File: config.mk
export PLATFORM = sky130hd
export DESIGN_NAME = brf_ctrl
export DESIGN_NICKNAME = d
export VERILOG_FILES = /design/src/rtl/byte_ring_fifo_assert.svh /design/src/rtl/brf_pkg.sv /design/src/rtl/brf_ctrl.sv
export SDC_FILE = /design/constraint.sdc
export NUM_CORES = 1
export LEC_CHECK = 0
export BUFFER_PORTS_ARGS = -buffer_cell sky130_fd_sc_hd__clkbuf_2
export CORE_UTILIZATION = 45
export CTS_CLUSTER_DIAMETER = 30
export DETAILED_ROUTE_END_ITERATION = 10
export PLACE_DENSITY = 0.72
export SLEW_MARGIN = 20
export SYNTH_ARGS = -nofsm -noshare
export SYNTH_HDL_FRONTEND = slang
export SYNTH_SLANG_ARGS = --single-unit
File: constraint.sdc
create_clock -name clk -period 5 [get_ports clk]
set_input_delay 0.5 -clock clk [delete_from_list [all_inputs] [get_ports clk]]
set_output_delay 0.5 -clock clk [all_outputs]
set_load 0.005 [all_outputs]
File: src/rtl/byte_ring_fifo_assert.svh
// assertion macros for the byte ring fifo
// both sample on clk and are switched off while rst_n is low
`ifndef BYTE_RING_FIFO_ASSERT_SVH
`define BYTE_RING_FIFO_ASSERT_SVH

// same-cycle implication
`define BRF_ASSERT_NOW(label, ante, cons, msg) \
  label: assert property (@(posedge clk) disable iff (!rst_n) (ante) |-> (cons)) \
    else $error(msg);

// next-cycle implication
`define BRF_ASSERT_NEXT(label, ante, cons, msg) \
  label: assert property (@(posedge clk) disable iff (!rst_n) (ante) |=> (cons)) \
    else $error(msg);

`endif

File: src/rtl/brf_pkg.sv
package brf_pkg;

  localparam int CNT_W       = 13;
  localparam int OP_W        = 2;
  localparam int BYTE_W      = 8;
  localparam int IN_TDATA_W  = 8;
  localparam int IN_TUSER_W  = 2;
  localparam int OUT_TDATA_W = 40;
  localparam int OUT_TUSER_W = 2;
  localparam int CAP_MAX     = (1 << CNT_W) - 1;

  localparam logic [OP_W-1:0] OP_WRITE = 2'd0;
  localparam logic [OP_W-1:0] OP_READ  = 2'd1;
  localparam logic [OP_W-1:0] OP_CLEAR = 2'd2;

  typedef logic [CNT_W-1:0] cnt_t;

  // outcome of one request, less the byte read back from the store
  typedef struct packed {
    logic read_valid;
    logic write_accepted;
    cnt_t fill;
    cnt_t free;
  } res_t;

endpackage

File: src/rtl/brf_ctrl.sv
module brf_ctrl #(
  parameter int DEPTH = 4096,
  parameter int AW    = $clog2(DEPTH)
) (
  input  logic                    clk,
  input  logic                    rst_n,
  input  logic                    accept,
  input  logic [brf_pkg::OP_W-1:0] op,
  input  brf_pkg::cnt_t           cap,
  output logic                    mem_we,
  output logic [AW-1:0]           mem_addr,
  output brf_pkg::res_t           res
);

  import brf_pkg::*;

  localparam int XW = ((AW > CNT_W) ? AW : CNT_W) + 1;

  logic [AW-1:0] head_r, head_nxt;
  logic [AW-1:0] tail_r, tail_nxt;
  cnt_t          stored_r, stored_nxt;
  logic          rd_ok, wr_ok;

  // step a position, wrapping at the capacity in use
  function automatic logic [AW-1:0] advance(input logic [AW-1:0] pos, input cnt_t c);
    logic [XW-1:0] inc;
    inc = XW'(pos) + XW'(1);
    return (inc >= XW'(c)) ? '0 : inc[AW-1:0];
  endfunction

  always_comb begin
    head_nxt   = head_r;
    tail_nxt   = tail_r;
    stored_nxt = stored_r;
    rd_ok      = 1'b0;
    wr_ok      = 1'b0;
    mem_addr   = head_r;
    unique case (op)
      OP_WRITE: begin
        mem_addr = tail_r;
        if (stored_r < cap) begin
          wr_ok      = 1'b1;
          tail_nxt   = advance(tail_r, cap);
          stored_nxt = stored_r + cnt_t'(1);
        end
      end
      OP_READ: begin
        if (stored_r != '0) begin
          rd_ok      = 1'b1;
          head_nxt   = advance(head_r, cap);
          stored_nxt = stored_r - cnt_t'(1);
          // emptied: both positions back to the start
          if (stored_r == cnt_t'(1)) begin
            head_nxt = '0;
            tail_nxt = '0;
          end
        end
      end
      OP_CLEAR: begin
        head_nxt   = '0;
        tail_nxt   = '0;
        stored_nxt = '0;
      end
      default: begin
      end
    endcase
  end

  assign mem_we             = accept && wr_ok;
  assign res.read_valid     = rd_ok;
  assign res.write_accepted = wr_ok;
  assign res.fill           = stored_nxt;
  assign res.free           = (stored_nxt > cap) ? '0 : cap - stored_nxt;

  always_ff @(posedge clk) begin
    if (!rst_n) begin
      head_r   <= '0;
      tail_r   <= '0;
      stored_r <= '0;
    end else if (accept) begin
      head_r   <= head_nxt;
      tail_r   <= tail_nxt;
      stored_r <= stored_nxt;
    end
  end

endmodule

==> results of run 1 <==
[per-stage QoR]
stage | instance area, um^2 | setup slack (ns)
floorplan | 4701 | 0.02439
global route | 5842 | -0.2995
global placement | 5548 | -0.1975
detailed placement | 5548 | -0.3804
CTS | 5733 | -0.1689
finish | 5842 | -0.1088
[final timing paths]
check	from	end	depth (start not counted)
hold / removal	head_r[7]$_SDFFE_PN0P_	head_r[7]$_SDFFE_PN0P_	1
setup / recovery	cap[4]	res[6]	24
setup reg to reg	tail_r[0]$_SDFFE_PN0P_	tail_r[0]$_SDFFE_PN0P_	15
hold reg to reg	head_r[7]$_SDFFE_PN0P_	head_r[7]$_SDFFE_PN0P_	1
[registers in the layout, indices dropped and copies added (netlist names)]
register and flops:
head_r 12, stored_r 13, tail_r 12
[layer usage]
metal  global-route usage [%]  wire length (um)  vias up
li1                         -                 -     2487
met4                    8.980               384        0
met3                    3.713               844       36
met5                        0                 0        -
met1                    31.78              6159     2398
met2                    48.56              7387      186
[cell usage in the layout, fill, tap and decap left out, types with 5 or more instances in the layout]
cell type / instances
nand3b_1: 16
nand4_1: 11
mux2i_1: 5
nand3_1: 21
o21ai_0: 18
clkbuf_8: 5
a22oi_1: 5
a21oi_1: 28
inv_1: 47
dfxtp_1: 33
nor2_1: 34
o22ai_1: 11
xnor2_1: 18
nand2_1: 50
o21a_1: 17
nor2_2: 6
a21o_1: 8
a31oi_1: 23
o211a_1: 8
a21oi_2: 5
nor3_1: 13
clkbuf_2: 53
mux2_2: 12
ha_1: 51
nor4_1: 5
xor2_1: 16
nor2b_1: 16
buf_4: 75
and3_1: 22
[power by group]
part	internal (uW)	switching (uW)	leakage [uW]	total (uW)
Clock	97.0	119	0.0000450	216
Combinational	242	287	0.00248	528
Sequential	302	9.72	0.000301	312
Total	641	416	0.00283	1060
[worst max-delay path: stages]
cell and delay [ns]:
buf_8 0.11, inv_4 0.06, ha_4 0.20, a21o_1 0.19
a221o_1 0.36, a41oi_2 0.24, o211ai_1 0.17, o22a_1 0.24
nor2_1 0.08, nor2_1 0.06, a21oi_2 0.15, inv_2 0.06
ha_4 0.26, and2_4 0.13, o211ai_1 0.09, a22oi_2 0.22
a2111oi_4 0.07, o311ai_2 0.28, a41oi_2 0.16, maj3_2 0.38
buf_6 0.14, o21a_4 0.23, a21oi_2 0.10, clkbuf_2 0.12
[cells in the mapped netlist, types with 5 or more instances]
library cell | n | share of area [%]
a31oi_1 | 23 | 3.1
nand2_1 | 50 | 4.0
nor3_1 | 16 | 1.7
ha_1 | 55 | 15
nor4_1 | 6 | 0.81
mux2i_1 | 6 | 1.3
xnor2_1 | 18 | 3.4
and2_1 | 6 | 0.81
mux2_2 | 12 | 2.9
nand3_1 | 21 | 2.3
xor2_1 | 16 | 3.0
a22oi_1 | 5 | 0.81
o21a_1 | 17 | 2.7
nand4_1 | 11 | 1.5
o22ai_1 | 12 | 1.6
and3_1 | 22 | 3.0
buf_1 | 5 | 0.40
dfxtp_1 | 37 | 16
o211a_1 | 8 | 1.7
nor2b_1 | 16 | 2.2
a21o_1 | 8 | 1.3
o21ai_0 | 18 | 1.9
a21oi_1 | 32 | 3.4
inv_1 | 52 | 4.2
nand3b_1 | 16 | 2.6
nor2_1 | 39 | 3.1
clkbuf_1 | 22 | 1.8
[area by class of cell]
class	instances	area, um^2
multi-input cells	498	3756
fillers	929	4068
well taps	133	166.4
repair buffers	135	885.9
clock buffers	6	72.57
clock inverters	2	10.01
flip-flops and latches	37	745.7
inverters	53	205.2
[logic make-up after synthesis]
kind of cell / Yosys count / share of synthesized area (%)
adder cells (fa/ha/maj): 58 / 15.46
buffers and inverters: 86 / 7.339
multiplexers: 18 / 4.194
flip-flops: 37 / 15.91
AND/OR/NAND/NOR: 219 / 24.79
AO/OA/AOI/OAI: 168 / 25.91
XOR/XNOR: 34 / 6.398
[timing repair]
action | CTS | global route
resized for setup | 14 | 29
cloned | 1 | 0
endpoints found under the setup margin | 13 | 13
pin swaps | 24 | 21
buffers inserted | 5 | 2
==> results.ini, run 1 <==
[drt]
ant_nets=0
wire_per_inst_um=17.10
via_per_inst=5.911
dr.pass1.iters=7
wirelength_mm=14.78
drc=0
drt_iter0_drc=297
vias=5107

[sta]
period_minus_slack_ns=5.109
slew_headroom_pct=31.28
hold_viol=0
max_freq_mhz=195.7
rsz0062_at_grt=true
timing.setup.tns_ns=-0.7544
tightest_slew_ns=1.031
period_share_pct=102.2
setup_slack_ns=-0.1088
maxSlewViolCount=0
finClkSkew_ns=0.01008
whs_ns=0.5265
setup_viol=10

[worst_setup_path]
path_class=input pin to output pin
crit_path_start_kind=input pin
cp_max_fo=6
arrival_ns=4.61
worstPathRequired_ns=4.50
endpoint_kind=output pin
rrSetupSlack_ns=0.99

[global_routing]
grt_max_degree=55
antenna_found_initial=0
grt_pass1_wl_mm=23.50
grtUsageTotal_pct=26.61
grt_remaining_overflow=0
first_global_vias=4808

[floorplanning]
ios=59
start_util_pct=46.97
fp.dieArea_mm2=0.01075
die_h_um=103.7
die_x_um=103.7
core_area_mm2=0.009910
rows=36

[cts]
postCtsHoldBufs=0
clockBufferDepth=2
cts.sinks=37
cts_tree=yes
path_clk_slew_ns=0.08
cts_buffers=5
cts_max_level=2
worst_skew_pair.late_latency_ns=0.30
cts-root-buf=clkbuf_8

[layout]
utilization_pct=58.95
stdcell_count=864
syn_to_final_growth_pct=25.51
layout.nets=803
antenna_cells=0
drive_above_1_share_pct=28.73

[placed_design]
gp_congestion=0.9693
placed_cells=848
io_buffers=58
hpwl_mm=11.43

[pwr]
p_leak_uw=0.002831
irDropWorstVdd_mv=0.1090
powerDensity_mw_per_mm2=180.9
power.total_uw=1057

[logic_synthesis]
synth_seq_area_share_pct=15.91
syn_area_per_cell_um2=7.507
synth_cells=620
netlist-cell-type-count=70
synth_nets=693
synth_edf_count=0
async_flop_share_pct=0
syn-cell-area_mm2=0.004654
synth_flop_cell=dfxtp_1
synth_seq_cells=37
yosys_warnings=0

[hold_path]
holdCritPathClass=register to register

[flow_run]
max_cap_viol_count=0

[run_status]
outcome=finished with violations
violations=setup timing

No activity file was read; power rests on OpenSTA's default activity.
==> inputs of run 2 (changes only) <==
--- a/config.mk
+++ b/config.mk
@@ -10,6 +10,7 @@
 export CTS_CLUSTER_DIAMETER = 30
 export DETAILED_ROUTE_END_ITERATION = 10
 export PLACE_DENSITY = 0.72
+export REMOVE_ABC_BUFFERS = 1
 export SLEW_MARGIN = 20
 export SYNTH_ARGS = -nofsm -noshare
 export SYNTH_HDL_FRONTEND = slang
==> results.ini, run 2 (synthesized netlist as in run 1, its figures left out) <==
[worst_setup_path]
crit_path_start_kind=input pin  ; unchanged
crit_family=buffers and inverters  ; was compound AO/OA/AOI/OAI gates
endpoint_kind=output pin  ; unchanged
cp_max_fo=3  ; was 6
path_class=input pin to output pin  ; unchanged
worstPathRequired_ns=4.50  ; about the same
cp_num_buf_inv=21  ; was 5
slowest_delay_ns=0.33  ; was 0.38 ns
arrival_ns=4.71  ; was 4.61 ns
slowest_stage=a221o_1  ; was maj3_2
rrSetupSlack_ns=0.43  ; was 0.99 ns
crit_top_cell=buf_4
rr_worst_depth=28  ; was 15
r2r_start=stored_r[6]$_SDFFE_PN0P_  ; was tail_r[0]$_SDFFE_PN0P_
r2r-end=stored_r[3]$_SDFFE_PN0P_  ; was tail_r[0]$_SDFFE_PN0P_

[floorplanning]
rows=36  ; unchanged
die_x_um=103.7  ; unchanged
core_area_mm2=0.009910  ; unchanged
fp.dieArea_mm2=0.01075  ; unchanged
start_util_pct=46.97  ; unchanged
die_h_um=103.7  ; unchanged
ios=59  ; unchanged

[placed_design]
io_buffers=58  ; unchanged
place_ws_ns=-0.5026  ; was -0.3804 ns
gp_congestion=0.9390  ; was 0.9693
hpwl_mm=11.46  ; was 11.43 mm

[cts]
cts_tree=yes  ; unchanged
cts-root-buf=clkbuf_8  ; unchanged
worst_skew_pair.late_latency_ns=0.31  ; was 0.30 ns
cts.sinks=37  ; unchanged
cts_buffers=5  ; unchanged
clockBufferDepth=2  ; unchanged
path_clk_slew_ns=0.08  ; about the same
postCtsHoldBufs=0  ; unchanged
cts_max_level=2  ; unchanged

[layout]
top_register=stored_r  ; unchanged
drive_above_1_share_pct=31.22  ; was 28.73%
largestRegisters=stored_r (13), head_r (12), tail_r (12)  ; unchanged
layout.nets=828  ; was 803
final_cell_mix=buf_4 (102), clkbuf_2 (55), nand2_1 (50), ha_1 (50), inv_1 (49)  ; was buf_4 (75), clkbuf_2 (53), ha_1 (51)
antenna_cells=0  ; unchanged
largest_register_ffs=13  ; unchanged
syn_to_final_growth_pct=30.83  ; was 25.51%
layout_commonest_cell=buf_4  ; unchanged
utilization_pct=61.45  ; was 58.95%

[pwr]
p_clk_share_pct=25.0  ; was 20.5%
combPwrFrac_pct=48.4  ; was 50.0%
powerDensity_mw_per_mm2=191.8  ; was 180.9 mW/mm^2
p_sw_share_pct=37.76  ; was 39.33%
p_seq_share_pct=26.5  ; was 29.5%
p_int_uw=726.8  ; was 641.2 uW
p_sw_uw=440.9  ; was 415.7 uW
p_leak_uw=0.002974  ; was 0.002831 uW
irDropWorstVdd_mv=0.09796  ; was 0.1090 mV

[run_status]
outcome=finished with violations  ; unchanged
violations=setup timing  ; unchanged

[drt]
drt_iter0_drc=208  ; was 297
vias=5280  ; was 5107
via_per_inst=5.939  ; was 5.911
wire_per_inst_um=17.13  ; was 17.10 um
drc=0  ; unchanged
wirelength_mm=15.23  ; was 14.78 mm
dr.pass1.iters=5  ; was 7
ant_nets=0  ; unchanged

[sta]
hold_viol=0  ; unchanged
rsz0062_at_grt=true  ; unchanged
maxSlewViolCount=0  ; unchanged
finClkSkew_ns=0.008365  ; was 0.01008 ns
slew_headroom_pct=29.37  ; was 31.28%
period_minus_slack_ns=5.208  ; was 5.109 ns
period_share_pct=104.2  ; was 102.2%
whs_ns=0.5250  ; was 0.5265 ns
setup_slack_ns=-0.2075  ; was -0.1088 ns
tightest_slew_ns=1.060  ; was 1.031 ns
max_freq_mhz=192.0  ; was 195.7 MHz
setup_viol=12  ; was 10

[global_routing]
grt_max_degree=55  ; unchanged
grt_pass1_wl_mm=24.72  ; was 23.50 mm
antenna_found_initial=0  ; unchanged
grt_remaining_overflow=0  ; unchanged
grtUsageTotal_pct=28.10  ; was 26.61%
first_global_vias=5080  ; was 4808

[hold_path]
hold_depth=2  ; was 1
worstHoldStart=tail_r[11]$_SDFFE_PN0P_  ; was head_r[7]$_SDFFE_PN0P_
holdCritPathClass=register to register  ; unchanged
min_to=tail_r[11]$_SDFFE_PN0P_  ; was head_r[7]$_SDFFE_PN0P_

[flow_run]
max_cap_viol_count=0  ; unchanged

-- run 2: cell types whose count changed in the layout (fill, tap and decap cells not counted), moves of 2 or more --
cell / previous run / this run
a21oi_2: 5 / 7
buf_2: 4 / 2
inv_1: 47 / 49
buf_4: 75 / 102
clkinv_2: 2 / 0
a21oi_1: 28 / 26
clkbuf_2: 53 / 55
-- run 2: power by group through the flow --
| stage | clock network, uW | logic, uW | registers, uW |
|---|---|---|---|
| 5_1_grt | 309 | 612 | 311 |
| 3_5_place_dp | 0 | 479 | 316 |
| 3_3_place_gp | 0 | 469 | 315 |
| 6_report | 292 | 566 | 310 |
| 2_1_floorplan | 0 | 280 | 321 |
| 4_1_cts | 298 | 527 | 309 |
-- run 2: worst max-delay path by stage --
| stage | from | endpoint | slack (ns) | cells past startpoint |
|---|---|---|---|---|
| final | cap[6] | res[16] | -0.21 | 29 |
| after global routing | cap[12] | res[16] | -0.35 | 29 |
| after CTS | stored_r[5]$_SDFFE_PN0P_ | res[16] | -0.08 | 27 |
| after detailed placement | cap[6] | res[10] | -0.50 | 23 |
| after global placement | cap[4] | res[11] | -0.29 | 23 |
| after floorplan | cap[6] | res[10] | -0.13 | 21 |
-- run 2: layout make-up --
type / instances / area, um^2
Clock buffer: 6 / 82.58
Clock inverter: 2 / 37.54
Fill cell: 887 / 3820
Inverter: 53 / 198.9
Multi-Input combinational cell: 498 / 3797
Sequential cell: 37 / 744.5
Tap cell: 133 / 166.4
Timing Repair Buffer: 160 / 1062
-- run 2: tightest hold or removal path, cell delays in order (launching register included) --
cell	delay (ns)
dfxtp_1	0.35
nand2_1	0.06
a21boi_0	0.06
-- run 2: through the flow --
| step | setup TNS (ns) | instance area (um^2) | power, uW | cells |
|---|---|---|---|---|
| after floorplan | -1.004 | 4512 | 600.8 | 587 |
| after global placement | -3.546 | 5577 | 783.6 | 858 |
| after detailed placement | -6.337 | 5577 | 794.5 | 858 |
| after CTS | -0.2260 | 5971 | 1135 | 887 |
| after global routing | -3.440 | 6090 | 1233 | 889 |
| final | -0.6629 | 6090 | 1168 | 889 |
-- run 2: what timing repair did --
action / CTS / global route
buffers inserted: 21 / 9
pin swaps: 16 / 25
resized for setup: 19 / 27
endpoints found under the setup margin: 13 / 14
cloned: 1 / 0
-- run 2: routing by layer --
layer | vias to the layer above | wire [um] | global-route usage (%) | share of wire [%]
met1 | 2495 | 6383 | 33.72 | 42
li1 | 2543 | - | - | -
met4 | 0 | 463 | 11.43 | 3.0
met3 | 48 | 820 | 3.587 | 5.4
met2 | 194 | 7557 | 50.43 | 50
met5 | - | 0 | 0 | 0
==> inputs of run 3 (changes only) <==
--- a/config.mk
+++ b/config.mk
@@ -5,7 +5,7 @@
 export SDC_FILE = /design/constraint.sdc
 export NUM_CORES = 1
 export LEC_CHECK = 0
-export BUFFER_PORTS_ARGS = -buffer_cell sky130_fd_sc_hd__clkbuf_2
+export BUFFER_PORTS_ARGS = -buffer_cell sky130_fd_sc_hd__buf_2
 export CORE_UTILIZATION = 45
 export CTS_CLUSTER_DIAMETER = 30
 export DETAILED_ROUTE_END_ITERATION = 10
==> results.ini, run 3 (synthesized netlist as in run 1, its figures left out) <==
[worst_setup_path]
crit_path_start_kind=input pin  ; unchanged
path_class=input pin to output pin  ; unchanged
slowest_delay_ns=0.35  ; was 0.33 ns
arrival_ns=4.84  ; was 4.71 ns
rrSetupSlack_ns=0.32  ; was 0.43 ns
endpoint_kind=output pin  ; unchanged
slowest_stage=a221o_1  ; unchanged
worstPathRequired_ns=4.50  ; about the same
cp_max_fo=3  ; unchanged
crit_top_cell=buf_4  ; unchanged

[global_routing]
grt_remaining_overflow=0  ; unchanged
first_global_vias=5322  ; was 5080
use_met2_pct=53.50  ; was 50.43%
grt_pass1_wl_mm=25.87  ; was 24.72 mm
grt_util_met3_pct=4.091  ; was 3.587%
met1_usage_pct=34.38  ; was 33.72%
antenna_found_initial=0  ; unchanged
busiest_layer=met2  ; unchanged
grt_max_degree=55  ; unchanged
grtUsageTotal_pct=29.42  ; was 28.10%

[placed_design]
io_buffers=58  ; unchanged
gp_congestion=0.8936  ; was 0.9390
post_dp_cell_area_mm2=0.005562  ; was 0.005577 mm^2
hpwl_mm=11.66  ; was 11.46 mm

[pwr]
p_seq_share_pct=26.4  ; was 26.5%
combPwrFrac_pct=48.3  ; was 48.4%
irDropWorstVdd_mv=0.1167  ; was 0.09796 mV
p_leak_uw=0.002986  ; was 0.002974 uW
p_int_uw=728.2  ; was 726.8 uW
power.total_uw=1178  ; was 1168 uW
p_sw_share_pct=38.19  ; was 37.76%
powerDensity_mw_per_mm2=193.1  ; was 191.8 mW/mm^2
p_sw_uw=449.9  ; was 440.9 uW
p_clk_share_pct=25.3  ; was 25.0%

[cts]
worst_skew_pair.late_latency_ns=0.31  ; about the same
path_clk_slew_ns=0.09  ; was 0.08 ns
cts-root-buf=clkbuf_8  ; unchanged
postCtsHoldBufs=0  ; unchanged
clockBufferDepth=2  ; unchanged
cts_max_level=2  ; unchanged
cts_buffers=5  ; unchanged
cts.sinks=37  ; unchanged
cts_tree=yes  ; unchanged

[sta]
slew_headroom_pct=35.09  ; was 29.37%
whs_ns=0.5132  ; was 0.5250 ns
maxSlewViolCount=0  ; unchanged
rsz0062_at_grt=true  ; unchanged
period_minus_slack_ns=5.335  ; was 5.208 ns
setup_viol=14  ; was 12
tightest_slew_ns=0.9736  ; was 1.060 ns
hold_viol=0  ; unchanged
max_freq_mhz=187.4  ; was 192.0 MHz
finClkSkew_ns=0.009868  ; was 0.008365 ns
setup_slack_ns=-0.3352  ; was -0.2075 ns
period_share_pct=106.7  ; was 104.2%
timing.setup.tns_ns=-1.963  ; was -0.6629 ns

[layout]
syn_to_final_growth_pct=31.05  ; was 30.83%
nFillCells=895  ; was 887
top_register=stored_r  ; unchanged
largest_register_ffs=13  ; unchanged
final_area_mm2=0.006100  ; was 0.006090 mm^2
layout.nets=828  ; unchanged
antenna_cells=0  ; unchanged
final_cell_mix=buf_4 (102), buf_2 (58), nand2_1 (50)  ; was buf_4 (102), clkbuf_2 (55), nand2_1 (50), ha_1 (50), inv_1 (49)
layout_commonest_cell=buf_4  ; unchanged
largestRegisters=stored_r (13), head_r (12), tail_r (12)  ; unchanged
drive_above_1_share_pct=31.75  ; was 31.22%

[drt]
drc=0  ; unchanged
vias=5302  ; was 5280
drt_iter0_drc=259  ; was 208
dr.pass1.iters=5  ; unchanged
via_per_inst=5.964  ; was 5.939
wire_per_inst_um=17.88  ; was 17.13 um
wirelength_mm=15.89  ; was 15.23 mm
ant_nets=0  ; unchanged

[floorplanning]
rows=36  ; unchanged
ios=59  ; unchanged
die_x_um=103.7  ; unchanged
die_h_um=103.7  ; unchanged
start_util_pct=46.97  ; unchanged
fp.dieArea_mm2=0.01075  ; unchanged
core_area_mm2=0.009910  ; unchanged

[run_status]
outcome=finished with violations  ; unchanged
violations=setup timing  ; unchanged

[hold_path]
holdCritPathClass=register to register  ; unchanged

[flow_run]
max_cap_viol_count=0  ; unchanged

[run 3: cell types whose count changed in the layout (fill, tap and decap cells not counted), sizes merged]
cell,change
buf,+55
clkbuf,-55
[run 3: power groups by stage]
stage / Clock [uW] / Combinational [uW] / Sequential (uW)
final: 298 / 569 / 311
after detailed placement: 0 / 475 / 316
after CTS: 297 / 532 / 310
after floorplan: 0 / 280 / 321
after global routing: 314 / 612 / 312
after global placement: 0 / 461 / 316
[run 3: layer usage]
metal / vias up / part of all wire [%]
met3: 57 / 5.3
met1: 2503 / 41
met5: - / 0
met2: 201 / 50
met4: 0 / 3.9
li1: 2541 / -
[run 3: area by class of cell]
type	instances	area [um^2]	share of cell area [%]
clock buffer	6	82.58	1.354
clock inverter	2	37.54	0.6154
timing repair buffer	160	1056	17.31
sequential	37	747.0	12.25
multi-input combinational	498	3809	62.44
tap	133	166.4	2.728
inverter	53	201.4	3.303
[run 3: stage by stage]
step                instances  setup slack, ns  util, %
global route              889          -0.4016    61.55
CTS                       887         -0.03410    60.78
finish                    889          -0.3352    61.55
detailed placement        856          -0.4907    56.12
floorplan                 587          -0.1290        -
global placement          856          -0.3188    56.12
[run 3: final timing paths]
check,start,end,cells after the start
setup / recovery,cap[6],res[16],30
hold / removal,tail_r[11]$_SDFFE_PN0P_,tail_r[11]$_SDFFE_PN0P_,2
setup reg to reg,stored_r[6]$_SDFFE_PN0P_,stored_r[3]$_SDFFE_PN0P_,29
hold reg to reg,tail_r[11]$_SDFFE_PN0P_,tail_r[11]$_SDFFE_PN0P_,2
[run 3: worst max-delay path, delay by kind of cell]
kind | cells | cell delay [ns]
compound gates | 5 | 1.05
buf+inv | 22 | 2.67
simple gates | 2 | 0.40
fa+ha+maj | 1 | 0.21
[run 3: what timing repair did]
item / 4_1_cts / 5_1_grt
gates resized for setup: 36 / 15
pin swaps: 20 / 11
setup buffers: 23 / 8
gates cloned: 1 / 0
endpoints found under the setup margin: 13 / 14
